**src/sv/bms_pkg.sv**
```systemverilog
`timescale 1ns / 1ps
// ----------------------------------------------------------------------------
// bms_pkg
// shared control and tag types for the midpoint subdivision block
// ----------------------------------------------------------------------------
package bms_pkg;

   // sequencer to point store
   typedef struct packed {
      logic load;   // collect one control point
      logic rd;     // sweep read of one row entry
      logic first;  // read is the front entry of the row
      logic last;   // read is the back entry of the row
   } pt_ctl_type;

   // tag that comes back with the point store read data
   typedef struct packed {
      logic valid;
      logic first;
      logic last;
   } pt_dat_type;

   // sequencer to back store
   typedef struct packed {
      logic wr;
      logic rd;
      logic fin;    // read is the original last point
   } bk_ctl_type;

   typedef struct packed {
      logic valid;
      logic fin;
   } bk_dat_type;

endpackage

```
**src/sv/bms_point_unit.sv**
```systemverilog
`timescale 1ns / 1ps
// ----------------------------------------------------------------------------
// bms_point_unit
// control point memory with in-place pairwise midpoint write-back
// ----------------------------------------------------------------------------
module bms_point_unit #(
   parameter int MAX_POINTS  = 16,
   parameter int COORD_WIDTH = 24,
   parameter int AW          = 4
) (
   input  logic                          clock,
   input  logic                          reset,
   input  bms_pkg::pt_ctl_type           ctl,
   input  logic [AW-1:0]                 load_addr,
   input  logic signed [COORD_WIDTH-1:0] load_x,
   input  logic signed [COORD_WIDTH-1:0] load_y,
   input  logic [AW-1:0]                 rd_addr,
   output bms_pkg::pt_dat_type           dat,
   output logic signed [COORD_WIDTH-1:0] dat_x,
   output logic signed [COORD_WIDTH-1:0] dat_y
);
   import bms_pkg::*;

   localparam int WW = 2 * COORD_WIDTH;

   logic [WW-1:0]          mem [MAX_POINTS];
   logic [WW-1:0]          rd_q_ff;
   logic [WW-1:0]          prev_ff;
   logic                   tag_valid_ff;
   logic                   tag_first_ff;
   logic                   tag_last_ff;
   logic [AW-1:0]          tag_addr_ff;
   logic [COORD_WIDTH:0]   sum_x;
   logic [COORD_WIDTH:0]   sum_y;
   logic [WW-1:0]          mid;

   // floor of the half sum: drop the low bit of the widened sum
   always_comb begin
      sum_x = {prev_ff[WW-1], prev_ff[WW-1:COORD_WIDTH]}
            + {rd_q_ff[WW-1], rd_q_ff[WW-1:COORD_WIDTH]};
      sum_y = {prev_ff[COORD_WIDTH-1], prev_ff[COORD_WIDTH-1:0]}
            + {rd_q_ff[COORD_WIDTH-1], rd_q_ff[COORD_WIDTH-1:0]};
      mid   = {sum_x[COORD_WIDTH:1], sum_y[COORD_WIDTH:1]};
   end

   // entry i-1 is rewritten once entry i has been read, so a level never
   // reads an entry it has already overwritten
   always_ff @(posedge clock) begin
      if (ctl.load) begin
         mem[load_addr] <= {load_x, load_y};
      end else if (tag_valid_ff && !tag_first_ff) begin
         mem[tag_addr_ff - AW'(1)] <= mid;
      end
      if (ctl.rd) begin
         rd_q_ff <= mem[rd_addr];
      end
   end

   always_ff @(posedge clock) begin
      if (reset) begin
         tag_valid_ff <= 1'b0;
      end else begin
         tag_valid_ff <= ctl.rd;
      end
      tag_first_ff <= ctl.first;
      tag_last_ff  <= ctl.last;
      tag_addr_ff  <= rd_addr;
      if (tag_valid_ff) begin
         prev_ff <= rd_q_ff;
      end
   end

   assign dat.valid = tag_valid_ff;
   assign dat.first = tag_first_ff;
   assign dat.last  = tag_last_ff;
   assign dat_x     = rd_q_ff[WW-1:COORD_WIDTH];
   assign dat_y     = rd_q_ff[COORD_WIDTH-1:0];

endmodule

```
**src/sv/bms_back_unit.sv**
```systemverilog
`timescale 1ns / 1ps
// ----------------------------------------------------------------------------
// bms_back_unit
// back point of each level, read out deepest first for the right half
// ----------------------------------------------------------------------------
module bms_back_unit #(
   parameter int MAX_POINTS  = 16,
   parameter int COORD_WIDTH = 24,
   parameter int AW          = 4
) (
   input  logic                          clock,
   input  logic                          reset,
   input  bms_pkg::bk_ctl_type           ctl,
   input  logic [AW-1:0]                 wr_addr,
   input  logic signed [COORD_WIDTH-1:0] wr_x,
   input  logic signed [COORD_WIDTH-1:0] wr_y,
   input  logic [AW-1:0]                 rd_addr,
   output bms_pkg::bk_dat_type           dat,
   output logic signed [COORD_WIDTH-1:0] dat_x,
   output logic signed [COORD_WIDTH-1:0] dat_y
);
   import bms_pkg::*;

   localparam int WW = 2 * COORD_WIDTH;

   logic [WW-1:0] mem [MAX_POINTS];
   logic [WW-1:0] rd_q_ff;
   logic          valid_ff;
   logic          fin_ff;

   always_ff @(posedge clock) begin
      if (ctl.wr) begin
         mem[wr_addr] <= {wr_x, wr_y};
      end
      if (ctl.rd) begin
         rd_q_ff <= mem[rd_addr];
      end
   end

   always_ff @(posedge clock) begin
      if (reset) begin
         valid_ff <= 1'b0;
      end else begin
         valid_ff <= ctl.rd;
      end
      fin_ff <= ctl.fin;
   end

   assign dat.valid = valid_ff;
   assign dat.fin   = fin_ff;
   assign dat_x     = rd_q_ff[WW-1:COORD_WIDTH];
   assign dat_y     = rd_q_ff[COORD_WIDTH-1:0];

endmodule

```
**src/sv/bezier_midpoint_subdivide.sv**
```systemverilog
`timescale 1ns / 1ps
// ----------------------------------------------------------------------------
// bezier_midpoint_subdivide
// de casteljau subdivision at t = 1/2 of a fixed point bezier control polygon
// ----------------------------------------------------------------------------
//  channel   ports                          handshake
//  request   req_x, req_y, req_last         start & !busy
//  response  rsp_out_x .. rsp_overflow      rsp_strobe, one cycle, no stall
//
//  control points are taken one a cycle while collecting; busy stays low.
//  a beat with req_last starts the run: with n stored points each level is
//  swept through the point memory read port, followed by a drain state,
//  then the back memory is read deepest level first; busy is high throughout.
//  results pass the memory read and response registers; the last one may come
//  after busy has dropped. reset clears the control state, not the memories.
// ----------------------------------------------------------------------------
module bezier_midpoint_subdivide #(
   parameter int MAX_POINTS  = 16,
   parameter int COORD_WIDTH = 24
) (
   input  logic                          clock,
   input  logic                          reset,
   input  logic                          start,
   output logic                          busy,
   input  logic signed [COORD_WIDTH-1:0] req_x,
   input  logic signed [COORD_WIDTH-1:0] req_y,
   input  logic                          req_last,
   output logic                          rsp_strobe,
   output logic signed [COORD_WIDTH-1:0] rsp_out_x,
   output logic signed [COORD_WIDTH-1:0] rsp_out_y,
   output logic                          rsp_second_curve,
   output logic                          rsp_final_res,
   output logic                          rsp_overflow
);
   import bms_pkg::*;

   localparam int AW    = (MAX_POINTS > 1) ? $clog2(MAX_POINTS) : 1;
   localparam int CNT_W = $clog2(MAX_POINTS + 1);

   localparam logic [1:0] S_COLLECT = 2'd0;
   localparam logic [1:0] S_SWEEP   = 2'd1;
   localparam logic [1:0] S_DRAIN   = 2'd2;
   localparam logic [1:0] S_RIGHT   = 2'd3;

   logic [1:0]       state_ff, state_in;
   logic [CNT_W-1:0] count_ff, count_in;
   logic [CNT_W-1:0] n_ff, n_in;
   logic             ovf_seen_ff, ovf_seen_in;
   logic             ovf_run_ff, ovf_run_in;
   logic [AW-1:0]    lev_ff, lev_in;
   logic [AW-1:0]    idx_ff, idx_in;
   logic [AW-1:0]    ridx_ff, ridx_in;

   logic             accept;
   logic             store_ok;
   logic [CNT_W-1:0] last_idx;
   logic             idx_at_end;
   logic             lev_at_end;

   pt_ctl_type       pt_ctl;
   pt_dat_type       pt_dat;
   bk_ctl_type       bk_ctl;
   bk_dat_type       bk_dat;
   logic signed [COORD_WIDTH-1:0] pt_x, pt_y, bk_x, bk_y;

   logic                          rsp_strobe_ff;
   logic signed [COORD_WIDTH-1:0] rsp_x_ff, rsp_y_ff;
   logic                          rsp_second_ff, rsp_final_ff, rsp_ovf_ff;

   assign busy     = (state_ff != S_COLLECT);
   assign accept   = start && !busy;
   assign store_ok = (count_ff < CNT_W'(MAX_POINTS));
   assign last_idx   = n_ff - CNT_W'(1) - CNT_W'(lev_ff);
   assign idx_at_end = (CNT_W'(idx_ff) == last_idx);
   assign lev_at_end = (CNT_W'(lev_ff) == n_ff - CNT_W'(1));

   always_comb begin
      state_in    = state_ff;
      count_in    = count_ff;
      n_in        = n_ff;
      ovf_seen_in = ovf_seen_ff;
      ovf_run_in  = ovf_run_ff;
      lev_in      = lev_ff;
      idx_in      = idx_ff;
      ridx_in     = ridx_ff;
      pt_ctl      = '0;
      bk_ctl      = '0;

      pt_ctl.load = accept && store_ok;
      // the arrival of a level's back entry always lands in the drain cycle
      bk_ctl.wr   = pt_dat.valid && pt_dat.last;

      unique case (state_ff)
         S_COLLECT: begin
            if (accept) begin
               if (store_ok) begin
                  count_in = count_ff + CNT_W'(1);
               end else begin
                  ovf_seen_in = 1'b1;
               end
               if (req_last) begin
                  n_in        = count_ff + CNT_W'(store_ok);
                  ovf_run_in  = ovf_seen_ff || !store_ok;
                  count_in    = '0;
                  ovf_seen_in = 1'b0;
                  lev_in      = '0;
                  idx_in      = '0;
                  state_in    = S_SWEEP;
               end
            end
         end
         S_SWEEP: begin
            pt_ctl.rd    = 1'b1;
            pt_ctl.first = (idx_ff == '0);
            pt_ctl.last  = idx_at_end;
            if (idx_at_end) begin
               state_in = S_DRAIN;
            end else begin
               idx_in = idx_ff + AW'(1);
            end
         end
         S_DRAIN: begin
            // a gap state so the next level reads the rewritten row
            idx_in = '0;
            if (lev_at_end) begin
               ridx_in  = lev_ff;
               state_in = S_RIGHT;
            end else begin
               lev_in   = lev_ff + AW'(1);
               state_in = S_SWEEP;
            end
         end
         S_RIGHT: begin
            bk_ctl.rd  = 1'b1;
            bk_ctl.fin = (ridx_ff == '0);
            if (ridx_ff == '0) begin
               state_in = S_COLLECT;
            end else begin
               ridx_in = ridx_ff - AW'(1);
            end
         end
         default: begin
            state_in = S_COLLECT;
         end
      endcase
   end

   always_ff @(posedge clock) begin
      if (reset) begin
         state_ff    <= S_COLLECT;
         count_ff    <= '0;
         ovf_seen_ff <= 1'b0;
      end else begin
         state_ff    <= state_in;
         count_ff    <= count_in;
         ovf_seen_ff <= ovf_seen_in;
      end
      n_ff       <= n_in;
      ovf_run_ff <= ovf_run_in;
      lev_ff     <= lev_in;
      idx_ff     <= idx_in;
      ridx_ff    <= ridx_in;
   end

   bms_point_unit #(
      .MAX_POINTS  (MAX_POINTS),
      .COORD_WIDTH (COORD_WIDTH),
      .AW          (AW)
   ) u_point (
      .clock     (clock),
      .reset     (reset),
      .ctl       (pt_ctl),
      .load_addr (count_ff[AW-1:0]),
      .load_x    (req_x),
      .load_y    (req_y),
      .rd_addr   (idx_ff),
      .dat       (pt_dat),
      .dat_x     (pt_x),
      .dat_y     (pt_y)
   );

   bms_back_unit #(
      .MAX_POINTS  (MAX_POINTS),
      .COORD_WIDTH (COORD_WIDTH),
      .AW          (AW)
   ) u_back (
      .clock   (clock),
      .reset   (reset),
      .ctl     (bk_ctl),
      .wr_addr (lev_ff),
      .wr_x    (pt_x),
      .wr_y    (pt_y),
      .rd_addr (ridx_ff),
      .dat     (bk_dat),
      .dat_x   (bk_x),
      .dat_y   (bk_y)
   );

   // left beats come from row fronts, right beats from the back memory
   always_ff @(posedge clock) begin
      if (reset) begin
         rsp_strobe_ff <= 1'b0;
      end else begin
         rsp_strobe_ff <= (pt_dat.valid && pt_dat.first) || bk_dat.valid;
      end
      rsp_x_ff      <= bk_dat.valid ? bk_x : pt_x;
      rsp_y_ff      <= bk_dat.valid ? bk_y : pt_y;
      rsp_second_ff <= bk_dat.valid;
      rsp_final_ff  <= bk_dat.valid && bk_dat.fin;
      rsp_ovf_ff    <= ovf_run_ff;
   end

   assign rsp_strobe       = rsp_strobe_ff;
   assign rsp_out_x        = rsp_x_ff;
   assign rsp_out_y        = rsp_y_ff;
   assign rsp_second_curve = rsp_second_ff;
   assign rsp_final_res    = rsp_final_ff;
   assign rsp_overflow     = rsp_ovf_ff;

   a_count_bound: assert property (@(posedge clock) disable iff (reset)
      count_ff <= CNT_W'(MAX_POINTS))
      else $error("point count beyond capacity");

   a_no_read_clash: assert property (@(posedge clock) disable iff (reset)
      !(pt_dat.valid && bk_dat.valid))
      else $error("point and back reads returned together");

   a_final_right: assert property (@(posedge clock) disable iff (reset)
      rsp_final_res |-> (rsp_strobe && rsp_second_curve))
      else $error("final beat outside the right half");

   a_collect_idle: assert property (@(posedge clock) disable iff (reset)
      (state_ff == S_COLLECT) |-> !pt_ctl.rd && !bk_ctl.rd)
      else $error("memory read while collecting");

endmodule
```
**config.mk**
```make
export PLATFORM = sky130hd
export DESIGN_NAME = bezier_midpoint_subdivide
export DESIGN_NICKNAME = d
export VERILOG_FILES = /design/src/sv/bms_pkg.sv /design/src/sv/bms_point_unit.sv /design/src/sv/bms_back_unit.sv /design/src/sv/bezier_midpoint_subdivide.sv
export SDC_FILE = /design/constraint.sdc
export NUM_CORES = 2
export LEC_CHECK = 0
export ABC_CLOCK_PERIOD_IN_PS = 7400
export BUFFER_PORTS_ARGS = -buffer_cell sky130_fd_sc_hd__clkbuf_2
export CAP_MARGIN = 30
export CORE_UTILIZATION = 30
export DETAILED_ROUTE_END_ITERATION = 7
export SLEW_MARGIN = 10
export SYNTH_ARGS = -nofsm -noshare
export SYNTH_HDL_FRONTEND = slang
export SYNTH_SLANG_ARGS = --single-unit
export TNS_END_PERCENT = 30
```
**constraint.sdc**
```tcl
create_clock -name clock -period 7.4 [get_ports clock]
set_clock_uncertainty 0.1 [all_clocks]
set_input_delay 1.48 -clock clock [delete_from_list [all_inputs] [get_ports clock]]
set_output_delay 1.48 -clock clock [all_outputs]
set_load 0.01 [all_outputs]
```
Yosys cells after proc, flatten, opt, wreduce, memory -nomap -nowiden
Memory sizes are Yosys's and may differ from the RTL's. A register that Yosys moved wholly into a read port is not among the register bits.
Index checks and enable logic that the tools add are counted.
{ "classes": {"n_reduce_logical": 27, "addsub": 10, "mux": 33, "magnitude_cmp": 1, "eq_ne": 14} }
{ "op_table": {"columns": ["cell", "n"], "rows": [
  ["adder 24 x 24 -> 25 bit", 2],
  ["2-to-1 mux 24 bit", 2],
  ["2-to-1 mux 48 bit", 1],
  ["OR reduction 48 bit", 1],
  ["2-to-1 mux 4 bit", 7],
  ["!= test 2 bit, second input constant", 9],
  ["case mux 4 bit (2 select lines)", 2],
  ["2-to-1 mux 2 bit", 6],
  ["case mux 4 bit (3 select lines)", 1],
  ["AND reduction 3 bit", 4],
  ["AND reduction 4 bit", 3],
  ["== test 4 x 5 -> 1 bit", 2],
  ["2-to-1 mux 1 bit", 10],
  ["2-to-1 mux 5 bit", 2],
  ["adder 4 x 1 -> 4 bit, second input constant", 2],
  ["logical NOT 4 bit", 2],
  ["case mux 2 bit (4 select lines)", 1],
  ["nonzero test 2 bit", 4],
  ["subtractor 4 x 1 -> 4 bit, second input constant", 2],
  ["logical AND 1 bit", 6],
  ["adder 5 x 1 -> 5 bit", 1],
  ["adder 5 x 1 -> 5 bit, second input constant", 1],
  ["< comparator 5 bit, second input constant", 1],
  ["subtractor 5 x 1 -> 5 bit, second input constant", 1],
  ["8 further kinds", 12]
]} }
{ "word_totals": {"output_inout_bits": 53, "ram_bits": 1536, "n_memories": 2, "regBits": 135, "elab_cells": 108, "in_bits": 52} }
{ "memory_table": {"columns": ["name", "depth", "word_bits", "rd", "rd_ports_with_merged_regs", "write_ports", "line_no", "rtl"], "rows": [
  ["u_back.mem", 16, 48, 1, 1, 1, "bms_back_unit.sv:26", "logic [WW-1:0] mem [MAX_POINTS];"],
  ["u_point.mem", 16, 48, 1, 1, 1, "bms_point_unit.sv:26", "logic [WW-1:0] mem [MAX_POINTS];"]
]} }

Longest topological paths before layout
{ "logic_depth": {"depth_word": 8, "depth_mapped": 10, "depth_no_buf": 10} }

Modules after synthesis
From an unflattened synthesis, not the netlist that was laid out.
{ "hier_totals": {"hier_cells": 3170, "area_unflattened_um2": 68308.0} }
{ "by_module_without_submodules": {"columns": ["mod", "seq_area_each_um2", "cells_each", "area_per_inst_um2", "n_inst"], "rows": [
  ["bms_point_unit", 26085.0, 1661, 34898.5, 1],
  ["bms_back_unit", 24543.5, 1247, 30232.7, 1],
  ["bezier_midpoint_subdivide", 1741.7, 262, 3176.8, 1]
]} }

Worst setup path after synthesis
No wires, ideal clock.
{ "synth_timing": {"path_kind": "register to register", "startpoint": "register u_point.tag_valid_ff", "endpoint": "memory u_back.mem[1][0] in the netlist's numbering, enable pin", "n_path_buf": 0, "period_less_slack_ns": 5.753, "setup_slack_ns": 1.647, "stages_incl_launch_ff": 3, "required_time_ns": 6.788, "t_arrival_ns": 5.140, "setup_ns": 0.512, "path_cell_list": "dfxtp_1 > nand3_1 > nor3_1"} }
{ "synth_via": {"elab_chain_len": 3} }
{ "synth_lines": {"columns": ["item", "line_no", "rtl"], "rows": [
  ["from (decl)", "bms_point_unit.sv:29", "logic tag_valid_ff;"],
  ["from (signal assigned)", "bms_point_unit.sv:63", "tag_valid_ff <= ctl.rd;"],
  ["logical AND 1 bit", "bezier_midpoint_subdivide.sv:91", "bk_ctl.wr = pt_dat.valid && pt_dat.last;"],
  ["2-to-1 mux 1 bit", "bms_back_unit.sv:32", "if (ctl.wr) begin"],
  ["2-to-1 mux 1 bit (implied by the code)", "bms_back_unit.sv:33", "mem[wr_addr] <= {wr_x, wr_y};"],
  ["to (decl)", "bms_back_unit.sv:26", null]
]} }
No other way between the ends.

Worst setup path after layout
{ "layout_timing": {"startpoint": "input start", "endpoint": "memory u_point.mem[1][19] in the netlist's numbering, enable pin"} }
{ "layout_via": {"elab_chain_len": 6, "word_cells_on_any_way": 9, "classes_between": "mux (6); reduce/logical (3)"} }
{ "layout_lines": {"columns": ["item", "line_no", "rtl"], "rows": [
  ["from (decl)", "bezier_midpoint_subdivide.sv:23", "input logic start,"],
  ["logical AND 1 bit *", "bezier_midpoint_subdivide.sv:71", "assign accept = start && !busy;"],
  ["logical AND 1 bit *", "bezier_midpoint_subdivide.sv:89", "pt_ctl.load = accept && store_ok;"],
  ["2-to-1 mux 1 bit", "bms_point_unit.sv:49", "if (ctl.load) begin"],
  ["2-to-1 mux 1 bit (implied by the code)", "bms_point_unit.sv:52", "mem[tag_addr_ff - AW'(1)] <= mid;"],
  ["OR reduction 48 bit (no line)", null, null],
  ["2-to-1 mux 4 bit (no line) or 2-to-1 mux 1 bit (tied branches)", null, null],
  ["to (decl)", "bms_point_unit.sv:26", null]
]} }
Every way passes the cells marked *; elsewhere a longest branch is shown, timed or not.

==> metrics.cfg <==
[status]
status=finished, final reports clean

[placed_design]
place_congestion=0.775
port_buffers=104
hpwl_microns=96200
dpl.cell_count=6483

[synth]
async_flop_share_pct=0
ys_warn_count=0
synth_ff_type=edfxtp_1
ys_seq_area_share_pct=76.2
syn_avg_cell_area_sq_um=20.1
yosys.area.top_type=edfxtp_1
synth_top_area_share_pct=74.1
yosysMostFrequentCell=edfxtp_1
synth_edf_count=1698
synthCells=3417
synth_area_sq_mm=0.0688
syn_nets=3534
synth_cell_types=58
ys_seq_elements=1767
synthTopCellsByCount=edfxtp_1 (1,698), mux4_2 (336), o21ai_0 (149), mux2i_1 (145), nor2_1 (122)
synth_area_leaders=edfxtp_1 (74%), mux4_2 (11%), mux2i_1 (2.1%)

[clocking]
cts_hold_buf=0
cts_tree=built
path_clk_slew_ns=0.06
cts.sinks=1767
numCtsBuffers=180
htree_levels=4
clk_latency_ns=0.82
cts_buffer_depth=3
clockRootBuffer=clkbuf_16
cts_resized=0
cts_setup_buffers=0

[critical_path]
cp_common_cell=nand2_1
path_cells=clkbuf_2 -> nor3b_2 -> nand2_1 -> nand2_4 -> nor2_1 -> a21oi_1 -> nand2_1 -> nor2_4 -> buf_4
cp.depth=9
crit_family=simple AND/OR/NAND/NOR gates
max_stage_delay_ns=0.80
r2r_cells=10
crit_fanout=25
path_buf_inv=2
cp.required_ns=7.73
crit_type=primary input to flop
critPathLaunchType=primary input
endpoint_kind=flop
arrival_ns=4.62
slowest_stage=nor2_4

[power]
ir_drop_uv=243
p_leak_nw=25.5
power_density_mw_per_mm2=276

[layout]
layout.cells.non_filler=6833
seq_area_sq_mm=0.0524
num-fill-cells=21100
multi_input_area_sq_mm=0.0159
nets=3779
layout-drive-gt1-share_pct=25.5
area_delta_synth_final_pct=15.9

[routing]
route.vias.total=33900
drt_wl_total_microns=167000
wire_per_inst_microns=24.5
drtPass1Iterations=8
drc_errors=0
antenna_left=0
via_per_inst=4.96
drtIter0Drc=3240

[worst_hold_path]
hold_class=flop to flop
min_path_cells=0

[grt]
track_usage_pct=14.3
grt_pass1_wl_microns=242000
grt_max_degree=139
antenna_found_initial=16
grt_overflow=0
grt_pass1_vias=34500

[flow_run]
drv_cap=0

[floorplan]
die_w_microns=481
start_util_pct=30.2
core_area_sq_mm=0.228
pin_count=105
fp.dieArea_sq_mm=0.231
dieHeight_microns=481
num_rows=175

[sta]
rsz0062_at_grt=no
finalHoldViolations=0
relSlewSlack_pct=33.4
hold_ws_ns=0.241
timing.final.max_slew_violations=0
fmax_mhz=233
period_needed_ns=4.29
worst_pin_slew_ns=0.999
tns_ns=0
setup_viol_count_final=0
period_share_pct=58.0

placed cells by master (no fill, tap or decap), types with 32 or more instances in the layout:
master     instances
edfxtp_1        1698
mux4_2           336
clkbuf_16        181
mux2i_1          145
o21ai_0          145
clkbuf_2         104
buf_4            100
mux2_2            96
a21oi_1           95
nand2_1           93
nor2_1            92
dfxtp_1           67
ha_1              62
a221oi_1          50
a22oi_1           49
clkbuf_1          42
clkinv_2          35
xnor2_1           32
cell families (layout without fill, tap and decap cells):
kind of cell	count (synthesis)	in the layout	share of synthesized area, %
flops	1767	1767	76.2
mux	577	577	14.7
compound gates	441	441	3.98
simple gates	315	315	2.05
buf+inv	190	588	1.12
fa+ha+maj	65	65	1.22
xor+xnor	62	62	0.790
other cells	0	9	0
flip-flops by register name (all words and copies together) (netlist names), 5 cells and up:
signal and cells:
u_back.mem 768, u_point.mem 768, u_back.rd_q_ff 48, u_point.prev_ff 48
u_point.rd_q_ff 48, rsp_out_x 24, rsp_out_y 24, count_ff 5
n_ff 5
cell type report:
class / instances / share of cell area, %
diodes: 9 / 0.0283
clock buffers: 226 / 5.93
clock inverters: 109 / 1.46
inverters: 26 / 0.122
multi-input cells: 1460 / 19.9
flip-flops and latches: 1767 / 65.7
well taps: 3009 / 4.73
repair buffers: 227 / 2.05
path summary, 6_finish.rpt:
kind | from | end | slack [ns]
hold / removal | ovf_run_ff | rsp_overflow | 0.24
hold reg to reg | ovf_run_ff | rsp_overflow | 0.24
setup reg to reg | u_point.rd_q_ff[24] | u_point.mem[8][39] | 3.27
setup / recovery | start | u_point.mem[1][19] | 3.11
metrics by stage:
stage | setup WS (ns) | area (sq um) | total power [W] | util [%]
after global placement | 2.27 | 73500 | 0.0131 | 32.3
after global routing | 2.93 | 79700 | 0.0227 | 35.0
after CTS | 3.16 | 79600 | 0.0222 | 34.9
after detailed placement | 2.31 | 73700 | 0.0131 | 32.3
final | 3.11 | 79700 | 0.0220 | 35.0
after floorplan | 1.65 | 68800 | 0.0125 | -
metal layers:
| layer | track usage [%] | share of wire, % | vias up |
|---|---|---|---|
| met4 | 3.76 | 2.1 | 4 |
| li1 | - | - | 14600 |
| met2 | 22.7 | 47 | 1117 |
| met3 | 3.31 | 7.7 | 220 |
| met5 | 0 | 0.016 | - |
| met1 | 19.8 | 43 | 17900 |
power by group:
part / internal (W) / switching (W) / total (W)
clock network: 0.00523 / 0.00386 / 0.00908
logic: 0.000612 / 0.000890 / 0.00150
registers: 0.0112 / 0.000187 / 0.0114
(Power assumes the default switching activity.)
